--- config.mk ---
export PLATFORM = sky130hd
export DESIGN_NAME = midpoint_circle_rasterizer_top
export DESIGN_NICKNAME = d
export VERILOG_FILES = /design/src/rtl/mcr_pkg.sv /design/src/rtl/midpoint_circle_rasterizer_top.sv /design/src/rtl/mcr_front.sv /design/src/rtl/mcr_queue.sv /design/src/rtl/mcr_back.sv
export SDC_FILE = /design/constraint.sdc
export NUM_CORES = 1
export LEC_CHECK = 0
export ABC_AREA = 0
export ABC_CLOCK_PERIOD_IN_PS = 6100
export BUFFER_PORTS_ARGS = -buffer_cell sky130_fd_sc_hd__buf_2
export CAP_MARGIN = 10
export CORE_UTILIZATION = 60
export DETAILED_ROUTE_END_ITERATION = 16
export PLACE_DENSITY = 0.77
export SYNTH_ARGS = -nofsm -noshare
export SYNTH_HDL_FRONTEND = slang
export SYNTH_SLANG_ARGS = --single-unit
--- constraint.sdc ---
create_clock -name clk -period 6.1 [get_ports clk]
set_clock_uncertainty 0.1 [all_clocks]
set_input_delay 0.61 -clock clk [delete_from_list [all_inputs] [get_ports clk]]
set_output_delay 0.61 -clock clk [all_outputs]
set_load 0.01 [all_outputs]
--- src/rtl/mcr_pkg.sv ---
`timescale 1ns / 1ps
`default_nettype none

package mcr_pkg;

	// radius precision and derived widths
	localparam int RADIUS_BITS = 11;
	localparam int OFS_W       = RADIUS_BITS + 1;
	localparam int DEC_W       = RADIUS_BITS + 5;
	localparam int CX_W        = 13;
	localparam int CRD_W       = 14;
	localparam int ARITH_W     = ((CX_W > OFS_W) ? CX_W : OFS_W) + 1;

	// opcodes
	localparam logic OP_START = 1'b0;
	localparam logic OP_STEP  = 1'b1;

	// decision constants
	localparam int DEC_INIT   = 3;
	localparam int DEC_INC_LO = 6;
	localparam int DEC_INC_HI = 10;

	// result sequencing
	localparam int IDX_W = 3;
	localparam logic [IDX_W-1:0] IDX_LAST_FILL = IDX_W'(3);
	localparam logic [IDX_W-1:0] IDX_LAST_LINE = IDX_W'(7);

	// step queue
	localparam int QUEUE_AW    = 1;
	localparam int QUEUE_DEPTH = 1 << QUEUE_AW;

	// one step worth of work for the emitter
	typedef struct packed {
		logic signed [CX_W-1:0]  cx;
		logic signed [CX_W-1:0]  cy;
		logic [RADIUS_BITS-1:0]  ox;
		logic [RADIUS_BITS-1:0]  oy;
		logic                    fill;
		logic                    last;
	} job_t;

endpackage

`default_nettype wire

--- src/rtl/midpoint_circle_rasterizer_top.sv ---
`timescale 1ns / 1ps
`default_nettype none

// Midpoint circle rasterizer. A start request (opcode 0) loads center, radius
// and mode and produces nothing; each step request (opcode 1) produces eight
// outline points or four fill spans, flagged with end_of_step on the last one
// and end_of_circle on the last one of the circle. Results leave at one per
// cycle while out_ready holds, eight per step in outline mode and four in fill
// mode; that emitter is the bottleneck. The input side runs the midpoint
// update in the cycle a step is taken and parks the step in a two-entry
// queue, so up to three steps can be accepted ahead of the results still
// draining. A start restarts at once; steps already queued still emit their
// results. Steps while no circle is active are dropped.
module midpoint_circle_rasterizer_top import mcr_pkg::*; (
	input  wire logic                    clk,
	input  wire logic                    arst_n,
	input  wire logic                    in_valid,
	output logic                         in_ready,
	input  wire logic                    opcode,
	input  wire logic signed [CX_W-1:0]  center_x,
	input  wire logic signed [CX_W-1:0]  center_y,
	input  wire logic [RADIUS_BITS-1:0]  radius,
	input  wire logic                    fill_mode,
	output logic                         out_valid,
	input  wire logic                    out_ready,
	output logic signed [CRD_W-1:0]      x_start,
	output logic signed [CRD_W-1:0]      x_end,
	output logic signed [CRD_W-1:0]      row_y,
	output logic                         end_of_step,
	output logic                         end_of_circle
);

	logic push;
	job_t push_job;
	logic queue_full;
	logic pop;
	logic head_valid;
	job_t head_job;

	// request intake and circle state
	mcr_front u_front (
		.clk        (clk),
		.arst_n     (arst_n),
		.in_valid   (in_valid),
		.in_ready   (in_ready),
		.opcode     (opcode),
		.center_x   (center_x),
		.center_y   (center_y),
		.radius     (radius),
		.fill_mode  (fill_mode),
		.queue_full (queue_full),
		.push       (push),
		.push_job   (push_job)
	);

	// step queue
	mcr_queue u_queue (
		.clk        (clk),
		.arst_n     (arst_n),
		.push       (push),
		.push_job   (push_job),
		.full       (queue_full),
		.pop        (pop),
		.head_valid (head_valid),
		.head_job   (head_job)
	);

	// result emitter
	mcr_back u_back (
		.clk           (clk),
		.arst_n        (arst_n),
		.head_valid    (head_valid),
		.head_job      (head_job),
		.pop           (pop),
		.out_valid     (out_valid),
		.out_ready     (out_ready),
		.x_start       (x_start),
		.x_end         (x_end),
		.row_y         (row_y),
		.end_of_step   (end_of_step),
		.end_of_circle (end_of_circle)
	);

endmodule

`default_nettype wire

--- src/rtl/mcr_front.sv ---
`timescale 1ns / 1ps
`default_nettype none

module mcr_front import mcr_pkg::*; (
	input  wire logic                   clk,
	input  wire logic                   arst_n,
	input  wire logic                   in_valid,
	output logic                        in_ready,
	input  wire logic                   opcode,
	input  wire logic signed [CX_W-1:0] center_x,
	input  wire logic signed [CX_W-1:0] center_y,
	input  wire logic [RADIUS_BITS-1:0] radius,
	input  wire logic                   fill_mode,
	input  wire logic                   queue_full,
	output logic                        push,
	output job_t                        push_job
);

	logic                          active_q;
	logic [RADIUS_BITS-1:0]        ox_q;
	logic signed [OFS_W-1:0]       oy_q;
	logic signed [DEC_W-1:0]       dec_q;
	logic signed [CX_W-1:0]        cx_q;
	logic signed [CX_W-1:0]        cy_q;
	logic                          fill_q;

	logic                          accept;
	logic [RADIUS_BITS-1:0]        ox_next;
	logic signed [OFS_W-1:0]       oy_next;
	logic signed [DEC_W-1:0]       dec_next;
	logic [DEC_W-1:0]              ox4;
	logic [DEC_W-1:0]              oy4;
	logic                          done;

	// request handshake
	assign in_ready = !queue_full;
	assign accept   = in_valid && in_ready;
	assign push     = accept && (opcode == OP_STEP) && active_q;

	// one midpoint iteration
	assign ox4     = DEC_W'({ox_q, 2'b00});
	assign oy4     = DEC_W'({oy_q[RADIUS_BITS-1:0], 2'b00});
	assign ox_next = ox_q + RADIUS_BITS'(1);
	always_comb begin
		if (dec_q[DEC_W-1]) begin
			dec_next = dec_q + ox4 + DEC_W'(DEC_INC_LO);
			oy_next  = oy_q;
		end else begin
			dec_next = dec_q + ox4 - oy4 + DEC_W'(DEC_INC_HI);
			oy_next  = oy_q - OFS_W'(1);
		end
	end
	assign done = oy_next < $signed({1'b0, ox_next});

	// job snapshot taken before the update
	always_comb begin
		push_job.cx   = cx_q;
		push_job.cy   = cy_q;
		push_job.ox   = ox_q;
		push_job.oy   = oy_q[RADIUS_BITS-1:0];
		push_job.fill = fill_q;
		push_job.last = done;
	end

	// circle state
	always_ff @(posedge clk or negedge arst_n) begin
		if (!arst_n) begin
			active_q <= 1'b0;
			ox_q     <= '0;
			oy_q     <= '0;
			dec_q    <= '0;
			cx_q     <= '0;
			cy_q     <= '0;
			fill_q   <= 1'b0;
		end else if (accept && (opcode == OP_START)) begin
			active_q <= 1'b1;
			ox_q     <= '0;
			oy_q     <= OFS_W'(radius);
			dec_q    <= DEC_W'(DEC_INIT) - DEC_W'({radius, 1'b0});
			cx_q     <= center_x;
			cy_q     <= center_y;
			fill_q   <= fill_mode;
		end else if (push) begin
			active_q <= !done;
			ox_q     <= ox_next;
			oy_q     <= oy_next;
			dec_q    <= dec_next;
		end
	end

endmodule

`default_nettype wire

--- src/rtl/mcr_queue.sv ---
`timescale 1ns / 1ps
`default_nettype none

module mcr_queue import mcr_pkg::*; (
	input  wire logic clk,
	input  wire logic arst_n,
	input  wire logic push,
	input  job_t      push_job,
	output logic      full,
	input  wire logic pop,
	output logic      head_valid,
	output job_t      head_job
);

	job_t                  mem_q [QUEUE_DEPTH];
	logic [QUEUE_AW-1:0]   wr_ptr_q;
	logic [QUEUE_AW-1:0]   rd_ptr_q;
	logic [QUEUE_AW:0]     count_q;

	assign full       = count_q == (QUEUE_AW+1)'(QUEUE_DEPTH);
	assign head_valid = count_q != '0;
	assign head_job   = mem_q[rd_ptr_q];

	// storage
	always_ff @(posedge clk) begin
		if (push) begin
			mem_q[wr_ptr_q] <= push_job;
		end
	end

	// pointers and fill level
	always_ff @(posedge clk or negedge arst_n) begin
		if (!arst_n) begin
			wr_ptr_q <= '0;
			rd_ptr_q <= '0;
			count_q  <= '0;
		end else begin
			if (push) begin
				wr_ptr_q <= wr_ptr_q + QUEUE_AW'(1);
			end
			if (pop) begin
				rd_ptr_q <= rd_ptr_q + QUEUE_AW'(1);
			end
			if (push && !pop) begin
				count_q <= count_q + (QUEUE_AW+1)'(1);
			end else if (pop && !push) begin
				count_q <= count_q - (QUEUE_AW+1)'(1);
			end
		end
	end

endmodule

`default_nettype wire

--- src/rtl/mcr_back.sv ---
`timescale 1ns / 1ps
`default_nettype none

module mcr_back import mcr_pkg::*; (
	input  wire logic                 clk,
	input  wire logic                 arst_n,
	input  wire logic                 head_valid,
	input  job_t                      head_job,
	output logic                      pop,
	output logic                      out_valid,
	input  wire logic                 out_ready,
	output logic signed [CRD_W-1:0]   x_start,
	output logic signed [CRD_W-1:0]   x_end,
	output logic signed [CRD_W-1:0]   row_y,
	output logic                      end_of_step,
	output logic                      end_of_circle
);

	job_t                    job_q;
	logic                    job_valid_q;
	logic [IDX_W-1:0]        idx_q;
	logic                    out_valid_q;
	logic signed [CRD_W-1:0] xs_q;
	logic signed [CRD_W-1:0] xe_q;
	logic signed [CRD_W-1:0] row_q;
	logic                    eos_q;
	logic                    eoc_q;

	logic                    adv;
	logic                    last_k;
	logic                    job_done;
	logic                    swap;
	logic                    neg_row;
	logic [RADIUS_BITS-1:0]  a;
	logic [RADIUS_BITS-1:0]  b;
	logic [ARITH_W-1:0]      cx_e;
	logic [ARITH_W-1:0]      cy_e;
	logic [ARITH_W-1:0]      x_plus;
	logic [ARITH_W-1:0]      x_minus;
	logic [ARITH_W-1:0]      row_v;
	logic [CRD_W-1:0]        xs_v;
	logic [CRD_W-1:0]        xe_v;

	// sequencing control
	assign adv      = job_valid_q && (!out_valid_q || out_ready);
	assign last_k   = idx_q == (job_q.fill ? IDX_LAST_FILL : IDX_LAST_LINE);
	assign job_done = adv && last_k;
	assign pop      = head_valid && (!job_valid_q || job_done);

	// pick offsets and signs for the current result
	assign swap    = job_q.fill ? idx_q[1] : idx_q[2];
	assign neg_row = job_q.fill ? idx_q[0] : idx_q[1];
	assign a       = swap ? job_q.oy : job_q.ox;
	assign b       = swap ? job_q.ox : job_q.oy;

	// coordinate arithmetic, wraps to the output width
	assign cx_e    = {{(ARITH_W-CX_W){job_q.cx[CX_W-1]}}, job_q.cx};
	assign cy_e    = {{(ARITH_W-CX_W){job_q.cy[CX_W-1]}}, job_q.cy};
	assign x_plus  = cx_e + ARITH_W'(a);
	assign x_minus = cx_e - ARITH_W'(a);
	assign row_v   = neg_row ? (cy_e - ARITH_W'(b)) : (cy_e + ARITH_W'(b));
	assign xs_v    = (job_q.fill || idx_q[0]) ? x_minus[CRD_W-1:0] : x_plus[CRD_W-1:0];
	assign xe_v    = (!job_q.fill && idx_q[0]) ? x_minus[CRD_W-1:0] : x_plus[CRD_W-1:0];

	// current job and result index
	always_ff @(posedge clk or negedge arst_n) begin
		if (!arst_n) begin
			job_valid_q <= 1'b0;
			idx_q       <= '0;
		end else if (pop) begin
			job_valid_q <= 1'b1;
			idx_q       <= '0;
		end else if (job_done) begin
			job_valid_q <= 1'b0;
		end else if (adv) begin
			idx_q <= idx_q + IDX_W'(1);
		end
	end

	always_ff @(posedge clk) begin
		if (pop) begin
			job_q <= head_job;
		end
	end

	// output register
	always_ff @(posedge clk or negedge arst_n) begin
		if (!arst_n) begin
			out_valid_q <= 1'b0;
		end else if (adv) begin
			out_valid_q <= 1'b1;
		end else if (out_ready) begin
			out_valid_q <= 1'b0;
		end
	end

	always_ff @(posedge clk) begin
		if (adv) begin
			xs_q  <= $signed(xs_v);
			xe_q  <= $signed(xe_v);
			row_q <= $signed(row_v[CRD_W-1:0]);
			eos_q <= last_k;
			eoc_q <= last_k && job_q.last;
		end
	end

	assign out_valid     = out_valid_q;
	assign x_start       = xs_q;
	assign x_end         = xe_q;
	assign row_y         = row_q;
	assign end_of_step   = eos_q;
	assign end_of_circle = eoc_q;

endmodule

`default_nettype wire

# Word level (Yosys, flattened, before mapping)
# Memory sizes are Yosys's and may differ from the RTL's. A register that Yosys moved wholly into a read port is not among the register bits.
# Cells that the tools add are included.
[classes]
n_mux = 29
reduce_logical = 28
eq_ne = 3
add_sub_neg = 16
bitwise_logic = 1
magnitude_cmp = 1
[op_table]
columns = ["cell", "count"]
rows = [
  ["two-way mux 16 bit", 3],
  ["two-way mux 11 bit", 4],
  ["two-way mux 14 bit", 3],
  ["two-way mux 12 bit", 3],
  ["adder 13 x 12 -> 14 bit", 2],
  ["subtractor 13 x 12 -> 14 bit", 2],
  ["adder 16 x 13 -> 16 bit", 1],
  ["adder 16 x 3 -> 16 bit (second input constant)", 1],
  ["adder 16 x 4 -> 16 bit (second input constant)", 1],
  ["subtractor 16 x 13 -> 16 bit", 1],
  ["subtractor 2 x 12 -> 13 bit (first input constant)", 1],
  ["< comparator 12 bit", 1],
  ["two-way mux 3 bit", 4],
  ["nonzero test 2 bit", 6],
  ["subtractor 12 x 2 -> 12 bit (second input constant)", 1],
  ["adder 11 x 1 -> 11 bit (second input constant)", 1],
  ["logical AND 1 bit", 11],
  ["two-way mux 1 bit", 10],
  ["logical NOT 1 bit", 7],
  ["two-way mux 2 bit", 2],
  ["adder 3 x 1 -> 3 bit (second input constant)", 1],
  ["equality test 3 bit", 1],
  ["logical OR 1 bit", 3],
  ["adder 1 bit (second input constant)", 2],
  ["6 further kinds", 6],
]
[totals]
ram_bits = 100
input_bits = 43
memories = 1
reg_bits = 120
[mem_list]
columns = ["name", "depth", "width", "rd", "rd_ports_with_merged_regs", "wr", "line_no", "text"]
rows = [
  ["u_queue.mem_q", 2, 50, 1, 1, 1, "mcr_queue.sv:15", "job_t mem_q [QUEUE_DEPTH];"],
]

# Longest topological paths before layout
[logic_depth]
word_depth = 9
mapped_depth = 18
ltp_nobuf = 17

# Modules after synthesis
# From an unflattened synthesis, not the netlist that was laid out.
[hier_totals]
hier_cells = 1309
area_unflattened_um2 = 15067.0
[by_module_without_submodules]
columns = ["module", "n_inst", "area_each_um2", "cells_per_inst", "seq_area_each_um2"]
rows = [
  ["mcr_back", 1, 5631.7, 489, 2917.8],
  ["mcr_front", 1, 5385.2, 648, 1651.6],
  ["mcr_queue", 1, 4050.1, 172, 3103.0],
]

# Least setup slack after synthesis
# OpenSTA, ideal clock, no wires.
[synth_path]
path_type = "register -> register"
from = "reg, netlist name u_back.job_q[1]"
to = "reg u_queue.count_q[1]"
setup_slack_ns = 1.537
t_arrival_ns = 4.384
path_stages_with_launch = 11
setup_time_ns = 0.079
synth_period_minus_slack_ns = 4.563
t_required_ns = 5.921
n_path_buf = 1
cell_sequence = "edfxtp_1 buf_6 xor2_1 and2_1 nand2_1 a21oi_1 inv_1 ha_1 xor2_1 nor2_1 xor2_1"
[synth_between]
elab_chain_cells = 8
word_cells_on_any_way = 10
cone_classes = "eq/ne: 1; mux: 2; reduce/logical: 7"
[synth_lines]
columns = ["item", "line_no", "text"]
rows = [
  ["two-way mux 3 bit *", "mcr_back.sv:46", "assign last_k = idx_q == (job_q.fill ? IDX_LAST_FILL : IDX_LAST_LINE);"],
  ["equality test 3 bit *", "mcr_back.sv:46", ""],
  ["named net u_back.last_k", "mcr_back.sv:30", "logic last_k;"],
  ["logical AND 1 bit *", "mcr_back.sv:47", "assign job_done = adv && last_k;"],
  ["logical OR 1 bit *", "mcr_back.sv:48", "assign pop = head_valid && (!job_valid_q || job_done);"],
  ["logical AND 1 bit *", "mcr_back.sv:48", ""],
  ["named net pop", "midpoint_circle_rasterizer_top.sv:36", "logic pop;"],
  ["logical NOT 1 bit", "mcr_queue.sv:44", "if (push && !pop) begin"],
  ["logical AND 1 bit", "mcr_queue.sv:44", ""],
  ["two-way mux 2 bit / nonzero test 2 bit (equally long branches)", "n/a", ""],
  ["end signal, assigned", "mcr_queue.sv:45", "count_q <= count_q + (QUEUE_AW+1)'(1);"],
  ["end signal, assigned", "mcr_queue.sv:47", "count_q <= count_q - (QUEUE_AW+1)'(1);"],
  ["end, declared", "mcr_queue.sv:18", "logic [QUEUE_AW:0] count_q;"],
]
# Mark *: on every way through the listed nets, which the timed path passes. The rest lies on a longest branch.
# A chain may end at the register's enable or synchronous reset.

# Worst setup path after layout
[layout_path]
from = "reg u_front.ox_q[0]"
to = "reg u_front.dec_q[15]"
[layout_between]
elab_chain_cells = 6
word_cells_on_any_way = 7
cone_classes = "add/sub: 4; mux: 3"
[layout_lines]
columns = ["item", "line_no", "text"]
rows = [
  ["start, declared", "mcr_front.sv:20", "logic [RADIUS_BITS-1:0] ox_q;"],
  ["start signal, assigned", "mcr_front.sv:85", "ox_q <= ox_next;"],
  ["adder 16 x 13 -> 16 bit *", "mcr_front.sv:46, mcr_front.sv:49", ""],
  ["subtractor 16 x 13 -> 16 bit", "mcr_front.sv:49", "dec_next = dec_q + ox4 - oy4 + DEC_W'(DEC_INC_HI);"],
  ["adder 16 x 4 -> 16 bit", "mcr_front.sv:49", ""],
  ["two-way mux 16 bit *", "mcr_front.sv:45", "if (dec_q[DEC_W-1]) begin"],
  ["two-way mux 16 bit *", "mcr_front.sv:83", "end else if (push) begin"],
  ["two-way mux 16 bit *", "mcr_front.sv:75", "end else if (accept && (opcode == OP_START)) begin"],
  ["end signal, assigned", "mcr_front.sv:79", "dec_q <= DEC_W'(DEC_INIT) - DEC_W'({radius, 1'b0});"],
  ["end signal, assigned", "mcr_front.sv:87", "dec_q <= dec_next;"],
  ["end, declared", "mcr_front.sv:22", "logic signed [DEC_W-1:0] dec_q;"],
]
# Every way passes the cells marked *; elsewhere a longest branch is shown, timed or not. The select of a mux whose other input is x is not followed.

==> results.cfg <==
[sta]
fin_setup_tns_ns = 0
grt_setup_unrepaired = no
setup_violations = 0
layout_min_cycle_time_ns = 4.60
finalCritPeriodShare = 0.754
report.final.hold_viol_count = 0
drv_slew = 0
max_slew.worst_pin.slew_ns = 1.10
max_slew_margin = 0.268
max_clock_freq_mhz = 217

[placement]
routabilityCongestion = 0.950
io_buffers = 88
hpwl_um = 21900
dpl-instance-area_mm2 = 0.0153

[cts]
h-tree-depth = 1
cts_repair_resize_count = 0
clock_path_buffers = 3
cts.sinks = 268
cts_buffers = 27
setup_buffers_after_cts = 0
ctsRootBufferMaster = clkbuf_16
post_cts_hold_buffer_count = 0
cts_tree = built
cts.clk_slew.worst_paths_ns = 0.07
skew_pair_late_insertion_delay_ns = 0.54

[critical_path]
worst-r2r-setup-slack_ns = 1.50
crit_slowest_cell = dfrtp_1
critical_path.n_buffers_inverters = 1
cp_slowest_stage_delay_ns = 0.51
type_of_the_worst_setup_path = flip-flop to flip-flop
startpoint_type = flip-flop
r2r-start = u_front.ox_q[0]
path_delay_family = simple AND/OR/NAND/NOR gates
highest_fanout_seen_on_the_critical_path = 9
timing.critical_path.required_ns = 6.40
crit_path_end_kind = flip-flop
path_cells = ha_1 -> inv_1 -> fa_1 -> and2b_1 -> o2111ai_1 -> and3b_1 -> xnor2_2 -> ha_1 -> ha_1 -> or3_1 -> or3_1 -> o21bai_1 -> o21ai_1 -> o41ai_1 -> xnor2_1 -> o211ai_1
critPathLaunch = u_front.ox_q[0]
critical_path_arrival_ns = 4.90
critical-path-top-cell-by-count = ha_1

[power_and_ir_drop]
internal_power_consumption_w = 0.00569
leakage_power_of_the_design_nw = 6.63
power.share.combinational = 0.493
netSwitchingPower_w = 0.00369
p_clk_frac = 0.182
power_per_cell_area_mw_per_mm2 = 577
power.switching_fraction = 0.393
report.power.total_w = 0.00937
peakVddDrop_v = 0.000305
portion_of_total_power_attributed_to_sequential_cells = 0.325

[job]
maxCapViolCount = 0

[floorplan]
rows = 56
die_x_um = 158
floorplan.io_pins = 89
die-area_mm2 = 0.0249
core_area_mm2 = 0.0237
floorplan.initialDensity = 0.616
die_h_um = 158

[layout]
antenna_cells = 0
layout-drive-gt1-share = 0.157
layout-area-overhead-vs-synth_pct = 11.3
design.final.nets = 1526
area.sequential_mm2 = 0.00767
multi_input_comb_area_mm2 = 0.00650
fillerInstances = 1761
design_area_mm2 = 0.0162

[yosys]
synth.lib_cells_used.distinct = 86
syn_area_per_cell_um2 = 11.1
combined_area_of_all_synthesized_cells_mm2 = 0.0146
dominantRegCellSynth = edfxtp_1
async_flop_share = 0.280
share_of_the_yosys_chip_area_belonging_to_registers = 0.526
synth-edff-count = 193
cell_count_after_synthesis = 1317
net_count_synth = 1452
postSynthRegisterBits = 268
synthesis.yosys.warnings = 0

[detailed_routing]
wl_per_cell_um = 18.2
drt_iter0_markers = 777
routed-via-count = 10000
final_antenna_net_count = 0
first_pass_iters = 5
drt-total-wl_um = 31500
drcViolationCount = 0
viasPerCell = 5.81

[global_routing]
grt_first_pass_wirelength_um = 50800
grt_pass1_vias = 9904
grt_max_degree = 76
number_of_antenna_violations_at_the_first_check_in_global_routing = 0
globalRouteTotalUtil = 0.263
global_route.overflow_total = 0

[status]
outcome = finished clean

[worst_hold_path]
worstHoldPathType = input port to async pin
==> registers in the layout, summed over array words and instances, names as in the netlist <==
signal                cells
u_back.end_of_circle      1
u_back.x_start           13
u_queue.count_q           2
u_back.idx_q              3
u_back.job_q             24
u_back.end_of_step        1
u_queue.rd_ptr_q          1
u_front.fill_q            1
u_front.ox_q             11
u_back.out_valid          1
u_back.cy_e              13
u_front.dec_q            15
u_back.x_end             14
u_back.row_y             14
u_front.oy_q             12
u_front.cx_q             13
u_front.cy_q             13
u_back.cx_e              13
u_queue.wr_ptr_q          1
u_queue.mem_q           100
u_front.active_q          1
u_back.job_valid_q        1
==> cells in the mapped netlist (24+ instances only) <==
master | count | area (um^2)
mux2_2 | 53 | 597
ha_1 | 88 | 1100
xnor2_1 | 64 | 561
edfxtp_1 | 193 | 5800
nor3_1 | 37 | 185
dfrtp_1 | 75 | 1880
o21ai_0 | 53 | 265
nand2_1 | 191 | 717
nor2_1 | 80 | 300
inv_1 | 60 | 225
xor2_1 | 34 | 298
a21oi_1 | 55 | 275
clkbuf_1 | 38 | 143
nand3_1 | 24 | 120
==> path summary, 6_finish.rpt <==
check                      depth (start not counted)                   end
max                                               16     u_front.dec_q[15]
min                                                1    u_queue.count_q[1]
max reg2reg                                       16     u_front.dec_q[15]
min reg2reg                                        0  u_queue.mem_q[1][49]
max in group asynchronous                          1      u_queue.rd_ptr_q
min in group clk                                   3      u_front.cy_q[10]
==> power groups by stage <==
| stage | Combinational, W | Sequential, W | Clock [W] |
|---|---|---|---|
| floorplan | 0.00348 | 0.00306 | 0 |
| global placement | 0.00442 | 0.00304 | 0 |
| detailed placement | 0.00455 | 0.00307 | 0 |
| CTS | 0.00461 | 0.00304 | 0.00173 |
| global route | 0.00516 | 0.00311 | 0.00179 |
| finish | 0.00462 | 0.00305 | 0.00171 |
==> cell families after synthesis <==
group,share of synthesized area
flops,0.526
simple gates,0.137
mux,0.0556
buf+inv,0.0306
fa+ha+maj,0.0809
compound gates,0.110
xor+xnor,0.0599
==> placed cells by master (no fill, tap or decap), types with 8 or more instances in the layout <==
cell         n
inv_1       60
and2_1       8
o21a_1       8
nand2_1    191
o21ai_1     13
xor2_1      34
a21oi_1     54
o21ai_0     53
buf_4       10
nand3_1     24
nor2_1      78
xnor2_1     64
nor3_1      37
and3_1      14
dfrtp_1     74
a21o_1      10
nor2b_1     14
nand2b_1    15
mux2_2      53
o21bai_1    11
clkbuf_16   27
or3_1        9
a221o_1      8
ha_1        88
edfxtp_1   193
buf_2       87
mux2i_1     20
==> per-layer routing <==
metal	global-route usage	part of all wire	wire [um]	vias to the layer above
met5	0	0	0	-
met4	0.0829	0.028	898	0
met3	0.0290	0.052	1650	64
met2	0.463	0.50	15700	314
met1	0.339	0.42	13300	4767
li1	-	-	-	4904
==> layout make-up <==
class / instances / share of cell area
multi-input cells: 936 / 0.401
flip-flops and latches: 268 / 0.473
inverters: 61 / 0.0141
well taps: 319 / 0.0246
clock buffers: 32 / 0.0434
clock inverters: 18 / 0.0132
repair buffers: 97 / 0.0314
==> stage by stage <==
step	hold WS [ns]	cells	utilization	setup WS (ns)
floorplan	0.214	1317	-	1.54
CTS	0.157	1731	0.686	1.56
finish	0.168	1731	0.686	1.50
global route	0.159	1731	0.686	1.19
global placement	0.349	1681	0.647	1.71
detailed placement	0.359	1681	0.647	1.60
Note: power is estimated with default switching activity, not from simulation.
